**src/rtl/core/hud_pkg.sv**
```systemverilog
// ----------------------------------------------------------------------------
// hud_pkg
// Shared types and constants for the H4 UART packet deframer.
// ----------------------------------------------------------------------------
package hud_pkg;

  localparam int unsigned PosW = 17;

  typedef logic [PosW-1:0] pos_t;

  typedef enum logic [2:0] {
    KIND_CMD   = 3'd0,
    KIND_ACL   = 3'd1,
    KIND_SYNC  = 3'd2,
    KIND_EVENT = 3'd3,
    KIND_ISO   = 3'd4
  } kind_t;

  // packet indicator bytes
  localparam logic [7:0] IND_CMD   = 8'h01;
  localparam logic [7:0] IND_ACL   = 8'h02;
  localparam logic [7:0] IND_SYNC  = 8'h03;
  localparam logic [7:0] IND_EVENT = 8'h04;
  localparam logic [7:0] IND_ISO   = 8'h05;

  // reserved bits of the iso length high byte are dropped
  localparam logic [7:0] ISO_LEN_MASK = 8'h3f;

  // header lengths, indicator included
  localparam pos_t HDR_CMD   = pos_t'(4);
  localparam pos_t HDR_ACL   = pos_t'(5);
  localparam pos_t HDR_SYNC  = pos_t'(4);
  localparam pos_t HDR_EVENT = pos_t'(3);
  localparam pos_t HDR_ISO   = pos_t'(5);

  // byte positions of the length field
  localparam pos_t POS_LEN_EVENT = pos_t'(2);
  localparam pos_t POS_LEN_SHORT = pos_t'(3);
  localparam pos_t POS_LEN_LO    = pos_t'(3);
  localparam pos_t POS_LEN_HI    = pos_t'(4);

  typedef struct packed {
    logic [7:0] data;
    kind_t      kind;
    logic       first;
    logic       last;
    logic       bad;
  } res_t;

endpackage

```
**src/rtl/core/hud_parser.sv**
```systemverilog
// ----------------------------------------------------------------------------
// hud_parser
// Packet state tracker: decodes the indicator, captures the length field and
// marks the first and last word of each packet.
// ----------------------------------------------------------------------------
module hud_parser (
  input  logic              clk,
  input  logic              rst_n,
  input  logic              step_en,
  input  logic [7:0]        data_byte,
  output hud_pkg::res_t     res,
  output logic              at_start
);
  import hud_pkg::*;

  pos_t       pos_r, pos_nxt;
  pos_t       exp_r, exp_nxt;
  kind_t      kind_r, kind_nxt;
  logic [7:0] low_r, low_nxt;

  kind_t      dec_kind;
  pos_t       dec_hdr;
  logic       dec_bad;
  pos_t       pos_inc;

  assign at_start = (pos_r == '0);
  assign pos_inc  = pos_r + pos_t'(1);

  // indicator decode
  always_comb begin
    dec_kind = KIND_CMD;
    dec_hdr  = HDR_CMD;
    dec_bad  = 1'b0;
    case (data_byte)
      IND_CMD: begin
        dec_kind = KIND_CMD;
        dec_hdr  = HDR_CMD;
      end
      IND_ACL: begin
        dec_kind = KIND_ACL;
        dec_hdr  = HDR_ACL;
      end
      IND_SYNC: begin
        dec_kind = KIND_SYNC;
        dec_hdr  = HDR_SYNC;
      end
      IND_EVENT: begin
        dec_kind = KIND_EVENT;
        dec_hdr  = HDR_EVENT;
      end
      IND_ISO: begin
        dec_kind = KIND_ISO;
        dec_hdr  = HDR_ISO;
      end
      default: begin
        dec_bad = 1'b1;
      end
    endcase
  end

  always_comb begin
    pos_nxt   = pos_r;
    exp_nxt   = exp_r;
    kind_nxt  = kind_r;
    low_nxt   = low_r;
    res.data  = data_byte;
    res.kind  = KIND_CMD;
    res.first = 1'b0;
    res.last  = 1'b0;
    res.bad   = 1'b0;
    if (at_start) begin
      if (dec_bad) begin
        res.bad = 1'b1;
      end else begin
        kind_nxt  = dec_kind;
        exp_nxt   = dec_hdr;
        low_nxt   = '0;
        pos_nxt   = pos_t'(1);
        res.kind  = dec_kind;
        res.first = 1'b1;
      end
    end else begin
      res.kind = kind_r;
      case (kind_r)
        KIND_CMD: begin
          if (pos_r == POS_LEN_SHORT) exp_nxt = HDR_CMD + pos_t'(data_byte);
        end
        KIND_SYNC: begin
          if (pos_r == POS_LEN_SHORT) exp_nxt = HDR_SYNC + pos_t'(data_byte);
        end
        KIND_EVENT: begin
          if (pos_r == POS_LEN_EVENT) exp_nxt = HDR_EVENT + pos_t'(data_byte);
        end
        KIND_ACL: begin
          if (pos_r == POS_LEN_LO) low_nxt = data_byte;
          else if (pos_r == POS_LEN_HI) exp_nxt = HDR_ACL + pos_t'({data_byte, low_r});
        end
        KIND_ISO: begin
          if (pos_r == POS_LEN_LO) low_nxt = data_byte;
          else if (pos_r == POS_LEN_HI)
            exp_nxt = HDR_ISO + pos_t'({data_byte & ISO_LEN_MASK, low_r});
        end
        default: begin
        end
      endcase
      if (pos_inc >= exp_nxt) begin
        res.last = 1'b1;
        pos_nxt  = '0;
      end else begin
        pos_nxt = pos_inc;
      end
    end
  end

  always_ff @(posedge clk) begin
    if (!rst_n) begin
      pos_r  <= '0;
      exp_r  <= '0;
      kind_r <= KIND_CMD;
      low_r  <= '0;
    end else if (step_en) begin
      pos_r  <= pos_nxt;
      exp_r  <= exp_nxt;
      kind_r <= kind_nxt;
      low_r  <= low_nxt;
    end
  end

endmodule

```
**src/rtl/core/hci_uart_packet_deframer_top.sv**
```systemverilog
// ----------------------------------------------------------------------------
// hci_uart_packet_deframer_top
// Splits an H4 UART byte stream into packets, one result word per input word.
//
//   channel | direction | handshake          | payload
//   in_     | input     | in_valid/in_stall  | in_data_byte
//   out_    | output    | out_valid/out_stall| out_byte, kind, first, last, bad
//
// One word per cycle sustained while out_stall is low; an accepted word passes
// the input register, then the parser logic into the result register, to out_valid.
// The parser state advances only when a word moves into the result register.
// rst_n is synchronous and clears the pipeline valids and the packet state.
// out_stall backs up into in_stall in the same cycle once both stages are full.
// ----------------------------------------------------------------------------
module hci_uart_packet_deframer_top (
  input  logic                 clk,
  input  logic                 rst_n,
  input  logic                 in_valid,
  output logic                 in_stall,
  input  logic [7:0]           in_data_byte,
  output logic                 out_valid,
  input  logic                 out_stall,
  output logic [7:0]           out_byte,
  output logic [2:0]           out_packet_kind,
  output logic                 out_first_of_packet,
  output logic                 out_last_of_packet,
  output logic                 out_bad_indicator
);
  import hud_pkg::*;

  logic       s1_valid_r;
  logic [7:0] s1_byte_r;
  logic       out_valid_r;
  res_t       out_r;

  logic       out_load;
  logic       s1_fire;
  logic       in_fire;
  res_t       res;
  logic       at_start;

  assign out_load = !out_valid_r || !out_stall;
  assign s1_fire  = s1_valid_r && out_load;
  assign in_stall = s1_valid_r && !out_load;
  assign in_fire  = in_valid && !in_stall;

  hud_parser u_parser (
    .clk       (clk),
    .rst_n     (rst_n),
    .step_en   (s1_fire),
    .data_byte (s1_byte_r),
    .res       (res),
    .at_start  (at_start)
  );

  always_ff @(posedge clk) begin
    if (!rst_n) begin
      s1_valid_r <= 1'b0;
    end else if (in_fire) begin
      s1_valid_r <= 1'b1;
    end else if (s1_fire) begin
      s1_valid_r <= 1'b0;
    end
  end

  always_ff @(posedge clk) begin
    if (in_fire) begin
      s1_byte_r <= in_data_byte;
    end
  end

  always_ff @(posedge clk) begin
    if (!rst_n) begin
      out_valid_r <= 1'b0;
    end else if (out_load) begin
      out_valid_r <= s1_valid_r;
    end
  end

  always_ff @(posedge clk) begin
    if (s1_fire) begin
      out_r <= res;
    end
  end

  assign out_valid           = out_valid_r;
  assign out_byte            = out_r.data;
  assign out_packet_kind     = out_r.kind;
  assign out_first_of_packet = out_r.first;
  assign out_last_of_packet  = out_r.last;
  assign out_bad_indicator   = out_r.bad;

  // a bad indicator word carries no packet marks
  a_bad_no_marks: assert property (@(posedge clk) disable iff (!rst_n)
    (out_valid && out_bad_indicator) |->
      (!out_first_of_packet && !out_last_of_packet && out_packet_kind == KIND_CMD))
    else $error("bad indicator word carries packet marks");

  // a first word is always a legal indicator
  a_first_legal: assert property (@(posedge clk) disable iff (!rst_n)
    (out_valid && out_first_of_packet) |->
      (out_byte == IND_CMD || out_byte == IND_ACL || out_byte == IND_SYNC ||
       out_byte == IND_EVENT || out_byte == IND_ISO))
    else $error("first word is not a legal indicator");

  // after the last word the parser waits for an indicator
  a_last_to_start: assert property (@(posedge clk) disable iff (!rst_n)
    (s1_fire && res.last) |=> at_start)
    else $error("parser not at packet start after last word");

  // an accepted indicator moves the parser into the packet
  a_first_leaves_start: assert property (@(posedge clk) disable iff (!rst_n)
    (s1_fire && res.first) |=> !at_start)
    else $error("parser still at packet start after indicator");

endmodule
```
**config.mk**
```make
export PLATFORM = sky130hd
export DESIGN_NAME = hci_uart_packet_deframer_top
export DESIGN_NICKNAME = d
export VERILOG_FILES = /design/src/rtl/core/hud_pkg.sv /design/src/rtl/core/hud_parser.sv /design/src/rtl/core/hci_uart_packet_deframer_top.sv
export SDC_FILE = /design/constraint.sdc
export NUM_CORES = 1
export LEC_CHECK = 0
export ABC_CLOCK_PERIOD_IN_PS = 6700
export BUFFER_PORTS_ARGS = -buffer_cell sky130_fd_sc_hd__buf_4
export CORE_MARGIN = 2
export CORE_UTILIZATION = 50
export CTS_CLUSTER_SIZE = 20
export DETAILED_ROUTE_END_ITERATION = 8
export GPL_TIMING_DRIVEN = 0
export PLACE_DENSITY_LB_ADDON = 0.2
export RECOVER_POWER = 25
export SLEW_MARGIN = 20
export SYNTH_ARGS = -nofsm -noshare
export SYNTH_HDL_FRONTEND = slang
export SYNTH_SLANG_ARGS = --single-unit
```
**constraint.sdc**
```tcl
create_clock -name clk -period 6.7 [get_ports clk]
set_input_delay 0.67 -clock clk [delete_from_list [all_inputs] [get_ports clk]]
set_output_delay 0.67 -clock clk [all_outputs]
set_load 0.02 [all_outputs]
```
### Yosys cells after proc, flatten, opt, wreduce, memory -nomap -nowiden

Index checks and enable logic that the tools add are counted.

* $add $sub $neg: 5
* magnitude comparators: 1
* equal/unequal tests: 13
* muxes and demuxes: 25
* reduce and logical (&&, ||, !) cells: 20

Operator list (count)
* $mux W17: 12
* $pmux W17 S4: 1
* $eq A17 B2 Y1 const B: 2
* $mux W8: 4
* $add A17 B1 Y17 const B: 1
* $add A3 B16 Y17 const A: 1
* $eq A17 B3 Y1 const B: 1
* $ge A17 B17 Y1: 1
* $logic_not A17 Y1: 1
* $eq A8 B2 Y1 const B: 2
* $eq A8 B3 Y1 const B: 2
* $add A3 B14 Y15 const A: 1
* $pmux W3 S4: 1
* $add A2 B8 Y9 const A: 1
* $add A3 B8 Y9 const A: 1
* $eq A8 B1 Y1 const B: 1
* $eq A3 B2 Y1 const B: 2
* $pmux W3 S2: 1
* $reduce_bool A2 Y1: 3
* $reduce_or A2 Y1: 3
* $reduce_or A5 Y1: 1
* $logic_not A1 Y1: 4
* $mux W1: 4
* $mux W4: 1
* other kinds (10): 12

* flip-flop bits (word level): 69
* input bits: 12
* output and inout port bits: 16

### Depth between registers and ports, before layout

* depth after elaboration: 8
* gate-level depth with buffers: 19
* gate-level depth less buffers: 17

### By module

Synthesis repeated with hierarchy kept, for this count alone.

* cells, all modules: 498
* area, all modules: 4436.8 um^2

By module, submodules not included
* hud_parser: times used 1, cells an instance 468, area each 3692.3 um^2
* hci_uart_packet_deframer_top: times used 1, cells an instance 30, area each 744.5 um^2

### Worst setup path after synthesis

No wires, ideal clock.

* kind: flip-flop to flip-flop
* start point: register u_parser.pos_r[0]
* end point: register u_parser.pos_r[15]
* setup time: 0.127 ns
* data arrival time: 3.615 ns
* required time: 6.573 ns
* path slack: 2.958 ns
* cell stages (with the launch flop): 18
* path buffers: 2
* path through: dfxtp_1 > inv_1 > ha_1 > nor4bb_1 > and4_1 > and2_1 > nor2_1 > clkbuf_1 > a21oi_1 > ha_1 > and4_1 > nand3_1 > nand2_1 > a31oi_1 > a2111oi_1 > clkbuf_1 > a2bb2oi_1 > o31ai_1

* cells in the longest elaborated chain, start to end: 8
* elaborated cells on any way between the ends: 18
* those cells by class: 1 x add/sub; 1 x order compare; 4 x eq/ne; 10 x mux; 2 x reduce/logical

Ends and longest elaborated chain
* start, declared: RTL line hud_parser.sv:16 `pos_t pos_r, pos_nxt;`
* start signal, assigned: RTL line hud_parser.sv:122 `pos_r <= pos_nxt;`
* $eq A17 B3 Y1: RTL line hud_parser.sv:96, hud_parser.sv:100
* $mux W17 (on tied branches): RTL line hud_parser.sv:100, hud_parser.sv:96
* $mux W17 (on tied branches): RTL line hud_parser.sv:99, hud_parser.sv:95
* $pmux W17 S4: RTL line hud_parser.sv:84 `case (kind_r)`
* $mux W17: RTL line hud_parser.sv:71 `if (at_start) begin`
* $ge A17 B17 Y1: RTL line hud_parser.sv:106 `if (pos_inc >= exp_nxt) begin`
* $mux W17: RTL line hud_parser.sv:106
* $mux W17: RTL line hud_parser.sv:71

Parallel ways exist; a longest one is shown, timed or not. The select of a mux whose other input is x is not followed.
A chain may end at the register's enable or synchronous reset.

### Worst setup path in the final report

* start point: register u_parser.pos_r[0]
* end point: register u_parser.pos_r[12]

The elaborated chain is that of the path after synthesis.

==> flow_metrics.py <==
metrics = {
    "floorplan": {
        "num_rows": 34,
        "core_area_um2": 8720,
        "io-pin-count": 28,
        "fp.dieW_um": 98.7,
        "fp.dieH_um": 98.7,
        "die-area_um2": 9740,
        "start_util": 0.514,
    },
    "placement": {
        "numPortBuffers": 27,
        "detailedPlacementHpwl_um": 8850,
        "place_inst": 638,
        "routabilityCongestion": 0.931,
    },
    "global_route": {
        "groute.layer.met2.usage": 0.392,
        "gr-usage-met1": 0.356,
        "global_route.usage.met3": 0.0496,
        "global_route_wire_length_before_repair_um": 19500,
        "first_global_vias": 3781,
        "gr-max-usage-layer": "met2",
        "largest_net_degree_at_the_start_of_global_routing": 24,
        "global_route.usage.total": 0.254,
        "initial_antenna_violation_count": 0,
        "grt_total_ovfl": 0,
    },
    "finish": {
        "area.growth.synth_to_final_pct": 11.2,
        "antenna-diode-count": 0,
        "fillCellCount": 778,
        "final_cells": 654,
        "final_layout_size_suffix_gt1_frac": 0.145,
        "fin_util": 0.572,
        "nNetsFinal": 582,
    },
    "drt": {
        "post_drt_wl_per_cell_um": 18.3,
        "drt-vias-per-instance": 6.15,
        "dr.pass1.iters": 5,
        "first_iter_violations": 339,
        "detail_route.drc_violations": 0,
        "antenna_violating_nets_post_route": 0,
        "finalWirelength_um": 12000,
        "via_count": 4020,
    },
    "sta": {
        "achievable-frequency_ghz": 0.203,
        "report.final.hold_viol_count": 0,
        "rsz0062_at_grt": "false",
        "finalSetupViolations": 0,
        "post-route-period-util": 0.734,
        "fin_setup_tns_ns": 0,
        "timing.final.max_slew_violations": 24,
        "final.min_clock_period_ns": 4.92,
        "timing.clock.skew_ns": 0.0157,
        "transition_time_at_the_pin_with_the_least_slew_margin_ns": 3.26,
        "relSlewSlack": -1.20,
    },
    "synth": {
        "synth.yosys.seq_area_share": 0.357,
        "post_synthesis_area_per_instance_um2": 8.91,
        "synth_enable_flop_cells": 22,
        "synthesis.yosys.warnings": 0,
        "syn-cell-area_um2": 4480,
        "ys_async_sr_fraction": 0,
        "yosys_register_bits": 69,
        "synth_top_flop_cell": "sky130_fd_sc_hd__dfxtp_1",
        "mappedNetlistNets": 544,
        "ys_types": 70,
        "synthesis.instances": 503,
    },
    "clock_network": {
        "clock_tree.buffer_depth": 2,
        "htreeDepth": 3,
        "clk_pin_slew_worst_paths_ns": 0.09,
        "clock_sink_count": 69,
        "clockRootBuffer": "sky130_fd_sc_hd__clkbuf_8",
        "cts_hold_buffers": 0,
        "cts_inserted_buffers": 9,
        "cts_tree": "done",
        "post-cts-setup-buffer-count": 0,
        "insertion_delay_ns": 0.36,
        "post_cts_resize_count": 0,
    },
    "worst_setup_path": {
        "worstPathArrival_ns": 5.15,
        "timing.critical_path.required_ns": 6.94,
        "cpPeakStageDelay_ns": 0.87,
        "critPathLaunchType": "flop",
        "critical-path-slowest-cell": "sky130_fd_sc_hd__a2111oi_1",
        "critical_path.cell_chain": "inv_1 -> ha_1 -> nor4b_1 -> nand3_1 -> nor4_1 -> o21ai_0 -> o31ai_2 -> a22o_2 -> a21oi_1 -> ha_1 -> and4_1 -> o2111ai_1 -> a2111oi_1 -> clkbuf_1 -> a2bb2oi_1 -> o31ai_1",
        "timing.critical_path.to_type": "flop",
        "critical_path.reg2reg.startpoint": "u_parser.pos_r[0]$_SDFFE_PN0P_",
        "timing.critical_path.max_delay_family": "compound AO/OA/AOI/OAI gates",
        "crit_type": "reg -> reg",
        "cp_common_cell": "sky130_fd_sc_hd__ha_1",
        "setup.worst_path.start": "u_parser.pos_r[0]$_SDFFE_PN0P_",
        "cp_num_buf_inv": 2,
        "path_max_fanout": 10,
    },
    "run_status": {
        "outcome": "finished with violations",
        "violations": "capacitance limit, slew limit",
    },
    "power_and_ir_drop": {
        "leakage_nw": 1.90,
        "power.density_cell_area_nw_per_um2": 165,
        "power.ir.vdd_worst_mv": 0.105,
    },
    "flow_run": {
        "maxCapViolations": 1,
    },
    "hold_path": {
        "min_path_type": "reg -> reg",
        "hold_start": "s1_byte_r[6]$_DFFE_PP_",
    },
}
==> logic make-up after synthesis <==
group                      after synthesis  synth area share
DFF                                     69             0.357
buffers and inverters                   49            0.0561
and+or+nand+nor                        187             0.232
muxes                                    2           0.00447
AOI/OAI and AO/OA                      137             0.211
xor gates and xnor gates                30            0.0586
adders and majority gates               29            0.0810
==> cells in the final DEF (no fill, tap or decap), types with 6 or more instances in the layout <==
cell and instances:
sky130_fd_sc_hd__a21o_1 7, sky130_fd_sc_hd__a21oi_1 31, sky130_fd_sc_hd__a22o_1 9, sky130_fd_sc_hd__a22oi_1 6
sky130_fd_sc_hd__a2bb2oi_1 9, sky130_fd_sc_hd__and3_1 7, sky130_fd_sc_hd__buf_2 14, sky130_fd_sc_hd__buf_4 18
sky130_fd_sc_hd__buf_6 6, sky130_fd_sc_hd__clkbuf_1 12, sky130_fd_sc_hd__clkbuf_4 8, sky130_fd_sc_hd__clkbuf_8 10
sky130_fd_sc_hd__dfxtp_1 47, sky130_fd_sc_hd__edfxtp_1 22, sky130_fd_sc_hd__ha_1 29, sky130_fd_sc_hd__inv_1 16
sky130_fd_sc_hd__nand2_1 47, sky130_fd_sc_hd__nand3_1 39, sky130_fd_sc_hd__nand4_1 16, sky130_fd_sc_hd__nor2_1 26
sky130_fd_sc_hd__nor3_1 10, sky130_fd_sc_hd__o21ai_0 17, sky130_fd_sc_hd__o21ai_1 14, sky130_fd_sc_hd__o31ai_1 7
sky130_fd_sc_hd__xnor2_1 22, sky130_fd_sc_hd__xor2_1 8
==> state kept, by name, indices dropped and copies added, names as in the netlist, 3 cells and up <==
name	flops
u_parser.exp_r	17
u_parser.pos_r	17
s1_byte_r	8
u_parser.low_r	8
u_parser.kind_r	3
out_packet_kind	3
out_byte	8
==> per-layer routing <==
layer	routed length (um)	share of wire
met5	0	0
met4	245	0.020
met2	5380	0.45
met3	817	0.068
met1	5520	0.46
==> power breakdown <==
| group | internal, W | leakage, nW | switching [W] |
|---|---|---|---|
| logic | 0.0000218 | 1.23 | 0.0000368 |
| registers | 0.000439 | 0.584 | 0.00000568 |
| clock network | 0.000143 | 0.0880 | 0.000174 |
==> final cells by class <==
type	instances	area, um^2	area share
Multi-Input combinational cell	385	2630	0.527
Sequential cell	69	1600	0.321
Timing Repair Buffer	27	195	0.0392
Buffer	32	188	0.0377
Clock buffer	10	138	0.0276
Tap cell	108	135	0.0271
Inverter	17	63.8	0.0128
Clock inverter	6	38.8	0.00778
==> metrics by stage <==
| step | setup WS (ns) | power [W] | hold slack [ns] | instance area, um^2 |
|---|---|---|---|---|
| 3_5_place_dp | 1.86 | 0.000514 | 0.431 | 4830 |
| 2_1_floorplan | 2.96 | 0.000489 | 0.415 | 4480 |
| 5_1_grt | 1.13 | 0.000847 | 0.446 | 4980 |
| 4_1_cts | 1.82 | 0.000826 | 0.448 | 5000 |
| 3_3_place_gp | 1.94 | 0.000512 | 0.428 | 4820 |
| 6_report | 1.78 | 0.000821 | 0.448 | 4980 |
==> final timing paths <==
path,endpoint,cells after the start,slack (ns)
min reg2reg,out_byte[6]$_DFFE_PP_,0,0.45
max reg2reg,u_parser.pos_r[12]$_SDFFE_PN0P_,16,1.78
min,out_byte[6]$_DFFE_PP_,0,0.45
max,u_parser.pos_r[12]$_SDFFE_PN0P_,16,1.78
==> Yosys cell counts (all sizes together) (3+ instances only) <==
| library cell | n | area, um^2 |
|---|---|---|
| dfxtp | 47 | 941 |
| nand2 | 47 | 176 |
| nand3 | 39 | 195 |
| o21ai | 32 | 164 |
| a21oi | 31 | 155 |
| ha | 29 | 363 |
| nor2 | 27 | 104 |
| edfxtp | 22 | 661 |
| xnor2 | 22 | 193 |
| buf | 21 | 145 |
| nand4 | 17 | 113 |
| inv | 16 | 60.1 |
| nor3 | 12 | 70.1 |
| clkbuf | 11 | 42.5 |
| a22o | 10 | 88.8 |
| a2bb2oi | 9 | 78.8 |
| o31ai | 9 | 77.6 |
| xor2 | 8 | 70.1 |
| a21o | 7 | 52.6 |
| and3 | 7 | 43.8 |
| a22oi | 6 | 45.0 |
| and2 | 5 | 36.3 |
| nand2b | 5 | 31.3 |
| o2111ai | 5 | 43.8 |
| o211ai | 5 | 37.5 |
| and4 | 4 | 35.0 |
| nor2b | 4 | 25.0 |
| nor4 | 4 | 70.1 |
| a21boi | 3 | 26.3 |
| nand4b | 3 | 26.3 |
| nor4b | 3 | 32.5 |
| or2 | 3 | 18.8 |
(Power assumes the default switching activity.)
